## src/hdl/npe_div.sv

```systemverilog
// pipelined restoring divider, one quotient bit per register stage
module npe_div #(
  parameter int QW = 31,
  parameter int DW = 31
) (
  input  logic          clk,
  input  logic          ce,
  input  logic [DW-1:0] rem_i,
  input  logic [QW-1:0] low_i,
  input  logic [DW-1:0] den_i,
  output logic [QW-1:0] quo_o
);

  logic [DW-1:0] rem_r [QW];
  logic [DW-1:0] den_r [QW];
  logic [QW-1:0] low_r [QW];
  logic [QW-1:0] quo_r [QW];

  logic [DW-1:0] rem_in  [QW];
  logic [DW-1:0] den_in  [QW];
  logic [QW-1:0] low_in  [QW];
  logic [QW-1:0] quo_in  [QW];
  logic [DW:0]   trial   [QW];
  logic [DW:0]   diff    [QW];
  logic          ge      [QW];
  logic [DW-1:0] rem_nxt [QW];
  logic [QW-1:0] low_nxt [QW];
  logic [QW-1:0] quo_nxt [QW];

  always_comb begin
    rem_in[0] = rem_i;
    den_in[0] = den_i;
    low_in[0] = low_i;
    quo_in[0] = '0;
    for (int s = 1; s < QW; s++) begin
      rem_in[s] = rem_r[s-1];
      den_in[s] = den_r[s-1];
      low_in[s] = low_r[s-1];
      quo_in[s] = quo_r[s-1];
    end
    for (int s = 0; s < QW; s++) begin
      trial[s]   = {rem_in[s], low_in[s][QW-1]};
      diff[s]    = trial[s] - {1'b0, den_in[s]};
      ge[s]      = trial[s] >= {1'b0, den_in[s]};
      rem_nxt[s] = ge[s] ? diff[s][DW-1:0] : trial[s][DW-1:0];
      low_nxt[s] = low_in[s] << 1;
      quo_nxt[s] = {quo_in[s][QW-2:0], ge[s]};
    end
  end

  always_ff @(posedge clk) begin
    if (ce) begin
      for (int s = 0; s < QW; s++) begin
        rem_r[s] <= rem_nxt[s];
        den_r[s] <= den_in[s];
        low_r[s] <= low_nxt[s];
        quo_r[s] <= quo_nxt[s];
      end
    end
  end

  assign quo_o = quo_r[QW-1];

endmodule

```

## config.mk

```make
export PLATFORM = sky130hd
export DESIGN_NAME = npe_div
export DESIGN_NICKNAME = d
export VERILOG_FILES = /design/src/hdl/npe_div.sv
export SDC_FILE = /design/constraint.sdc
export NUM_CORES = 2
export LEC_CHECK = 0
export ABC_CLOCK_PERIOD_IN_PS = 11900
export BUFFER_PORTS_ARGS = -buffer_cell sky130_fd_sc_hd__clkbuf_2
export CORE_MARGIN = 2
export CORE_UTILIZATION = 65
export DETAILED_ROUTE_END_ITERATION = 16
export PLACE_DENSITY = 0.78
export SYNTH_ARGS = -nofsm -noshare
export SYNTH_HDL_FRONTEND = slang
export SYNTH_SLANG_ARGS = --single-unit
```

## constraint.sdc

```tcl
create_clock -name clk -period 11.9 [get_ports clk]
set_input_delay 2.975 -clock clk [delete_from_list [all_inputs] [get_ports clk]]
set_output_delay 2.975 -clock clk [all_outputs]
set_load 0.005 [all_outputs]
```

==> flow_summary_export.csv <==
group,metric,value,unit
layout,seqCellArea,0.0847,mm2
clocking,ctsHoldBuffers,0,
layout,num-fill-cells,14800,
synthesis,synth_top_cell_area_share,0.589,
synthesis,synth_warnings,0,
placement,io_buffers,125,
worst_setup_path,end_kind,"flip-flop",
placement,place_hpwl,222000,um
clocking,cts-root-buf,"clkbuf_16",
worst_setup_path,crit_family,"compound AO/OA/AOI/OAI gates",
sta,finalSetupViolations,0,
synthesis,syn_nets,12900,
die,dieHeight,474,um
layout,final_core_util,0.719,
global_route,grt_pass1_vias,90400,
synthesis,netlist_instances,11800,
layout,syn2layout_area_growth,9.86,%
worst_setup_path,crit_path_max_fanout,32,
flow_run,drv_cap,0,
sta,fin_crit_sh,0.515,
sta,final_max_slew_viol_count,0,
detailed_routing,drtIter0Drc,7651,
synthesis,netlist_area,0.144,mm2
global_route,grt_antenna_before_repair,2,
power_and_ir_drop,max-vdd-ir-drop,0.000158,V
synthesis,ys.flop_type,"edfxtp_1",
synthesis,synthAdderAreaFrac,0.0878,
synthesis,muxShareOfSynthArea,0.0273,
worst_setup_path,cp.required,12540,ps
layout,layout.nets,13200,
worst_setup_path,crit_arrival,6760,ps
worst_setup_path,r2r-end,"rem_r[1][266]$_DFFE_PP_",
global_route,track_usage,0.273,
die,core,0.220,mm2
layout,drive_gt1_frac,0.0843,
placement,pre_cts_slack,4900,ps
synthesis,synth_top_family_by_area,"compound AO/OA/AOI/OAI gates",
synthesis,ys_async_sr_fraction,0,
worst_setup_path,crit_path_start_kind,"input pin",
worst_setup_path,path_cells,"clkbuf_2, inv_1, ha_1, fa_1, nor2b_1, o21ai_1, a21o_1, a21oi_1, a31oi_1, o21ba_2, o21ai_1, o21ai_0, a41oi_1, a211o_2, mux2_2",
worst_setup_path,r2r_cells,13,
die,die-area,0.225,mm2
clocking,cts_buffers,309,
min_path,min_path_cells,0,
worst_setup_path,cpMostUsedCell,"o21ai_1",
synthesis,synth_top_cells_by_area,"edfxtp_1 (59%), ha_1 (8.4%), a21oi_1 (3.4%)",
sta,tightest_slew,1180,ps
clocking,clock_latency,960,ps
synthesis,synth_xor_area_frac,0.0465,
detailed_routing,wl_met3,13300,um
detailed_routing,met1Wirelength,126000,um
min_path,hp-start,"low_r[0][13]$_DFFE_PP_",
clocking,clockBufferDepth,4,
synthesis,ys_types,96,
clocking,cts_tree,"yes",
worst_setup_path,worst-setup-path-type,"in -> reg",
synthesis,synth_seq_area_share,0.589,
sta,hold_viol,0,
sta,tns,0,ps
detailed_routing,routedWlPerCell,20.3,um
clocking,post_cts_buffers,0,
placement,gp_congestion,0.924,
die,initial_core_util,0.654,
worst_setup_path,cpMaxStageDelayCell,"a211o_2",
die,io-pin-count,126,
clocking,htreeDepth,5,
detailed_routing,dr_wl_met2,158000,um
sta,fin_crit,6120,ps
detailed_routing,routed_wl,309000,um
worst_setup_path,slowest_delay,730,ps
detailed_routing,highest_layer,"met5",
sta,clock_skew,73.5,ps
synthesis,yosysTopAreaCell,"edfxtp_1",
clocking,clock-sinks,2821,
detailed_routing,drcViolationCount,0,
clocking,cts.clk_slew.worst_paths,60,ps
layout,layout.cells.non_filler,15300,
synthesis,synth_edf_count,2821,
synthesis,synth-compound-area-share,0.132,
power_and_ir_drop,powerDensity,277,mW/mm2
worst_setup_path,worstReg2RegStart,"den_r[1][217]$_DFFE_PP_",
sta,fmax,163,MHz
sta,holdWs,393,ps
global_route,grt_max_degree,194,
layout,multiInputGateArea,0.0537,mm2
detailed_routing,vias_per_cell,6.01,
sta,rsz0062_at_grt,"false",
layout,final_cell_mix,"edfxtp_1 (2821), inv_1 (1241), a21oi_1 (961), ha_1 (961), nand2_1 (748)",
placement,dp.cells,14700,
sta,slew_headroom,0.211,
die,die_w,474,um
global_route,grt_overflow,0,
die,fp-row-count,172,
min_path,hold_class,"reg -> reg",
min_path,min_to,"low_r[0][44]$_DFFE_PP_",
global_route,grt_pass1_wl,487000,um
clocking,cts_resized,0,
detailed_routing,postRouteAntennaNets,0,
sta,layout_setup_ws,5780,ps
power_and_ir_drop,p_leak,64.2,nW
synthesis,ys_ff_latch,2821,
worst_setup_path,reg2reg_slack,6980,ps
detailed_routing,num_vias,91700,
synthesis,yosys.area_share.simple,0.0786,
run_status,status,"completed",
layout,final_common_cell,"edfxtp_1",
worst_setup_path,crit_buf_inv,2,
detailed_routing,dr.pass1.iters,8,
synthesis,syn_area_per_cell,12.2,um2
-- stage by stage --
stage	power, mW	cell area (um2)
2_1_floorplan	29.3	144000
3_3_place_gp	33.4	148000
3_5_place_dp	33.9	148000
4_1_cts	43.8	158000
5_1_grt	46.5	158000
6_report	43.8	158000
-- Yosys cell counts (20+ instances only) --
library cell	n
a211o_1	24
a211oi_1	72
a21boi_0	54
a21o_1	499
a21oi_1	964
a31o_2	25
a31oi_1	84
and2_1	37
and3_1	82
and4_1	26
buf_2	51
clkbuf_1	151
edfxtp_1	2821
fa_1	30
ha_1	961
inv_1	1241
mux2_2	326
mux2i_1	25
nand2_1	748
nand2b_1	138
nand3_1	151
nand4_1	152
nor2_1	618
nor2b_1	135
nor3_1	131
nor4_1	29
o211ai_1	44
o21a_1	124
o21ai_0	696
o21ai_1	20
o21bai_1	123
o31a_1	24
o31ai_1	94
or2_2	30
or3_1	40
xnor2_1	470
xor2_1	293
-- layer usage --
layer,vias up,track usage
met3,761,0.0300
met4,2,0.106
li1,44000,-
met2,2637,0.484
met1,44300,0.343
met5,-,0
-- state kept, by name, summed over array words and instances, names as in the netlist --
register / cells
den_r: 930
rem_r: 930
quo_r: 496
low_r: 465
-- cells by family after synthesis --
kind of cell / Yosys count
compound gates: 3043
flops: 2821
simple gates: 2378
buf+inv: 1460
fa+ha+maj: 991
xor+xnor: 763
mux: 351
-- final cells by class --
class                   instances  share of cell area
flip-flops and latches       2821               0.536
multi-input cells            7526               0.340
clock buffers                 364              0.0512
inverters                    1243              0.0295
well taps                    2958              0.0234
clock inverters               170              0.0127
repair buffers                174             0.00725
diodes                          3           0.0000475
-- where the power goes --
group | internal [mW] | switching, mW
clock | 5.78 | 3.81
sequential | 14.4 | 1.48
combinational | 7.87 | 10.5
-- worst register-to-register path, stage by stage (launching register included) --
cell and delay [ps]:
edfxtp_1 400, ha_1 250, fa_1 410, nor2b_1 190
o21bai_1 80, a21boi_0 270, o211ai_1 160, a211oi_1 560
o311ai_0 350, a211oi_1 310, or2_2 620, inv_1 680
nand2_1 220, o21ai_0 110
-- how the worst max path moves through the flow --
| stage | startpoint | slack [ps] | cells after the start | to |
|---|---|---|---|---|
| finish | low_i[30] | 5780 | 15 | rem_r[0][11]$_DFFE_PP_ |
| global route | low_i[30] | 5570 | 15 | rem_r[0][11]$_DFFE_PP_ |
| CTS | low_i[30] | 5850 | 15 | rem_r[0][11]$_DFFE_PP_ |
| detailed placement | low_i[30] | 4900 | 15 | rem_r[0][3]$_DFFE_PP_ |
| floorplan | low_i[30] | 5820 | 15 | rem_r[0][25]$_DFFE_PP_ |
| global placement | low_i[30] | 4830 | 15 | rem_r[0][5]$_DFFE_PP_ |
Note: power is estimated with default switching activity, not from simulation.
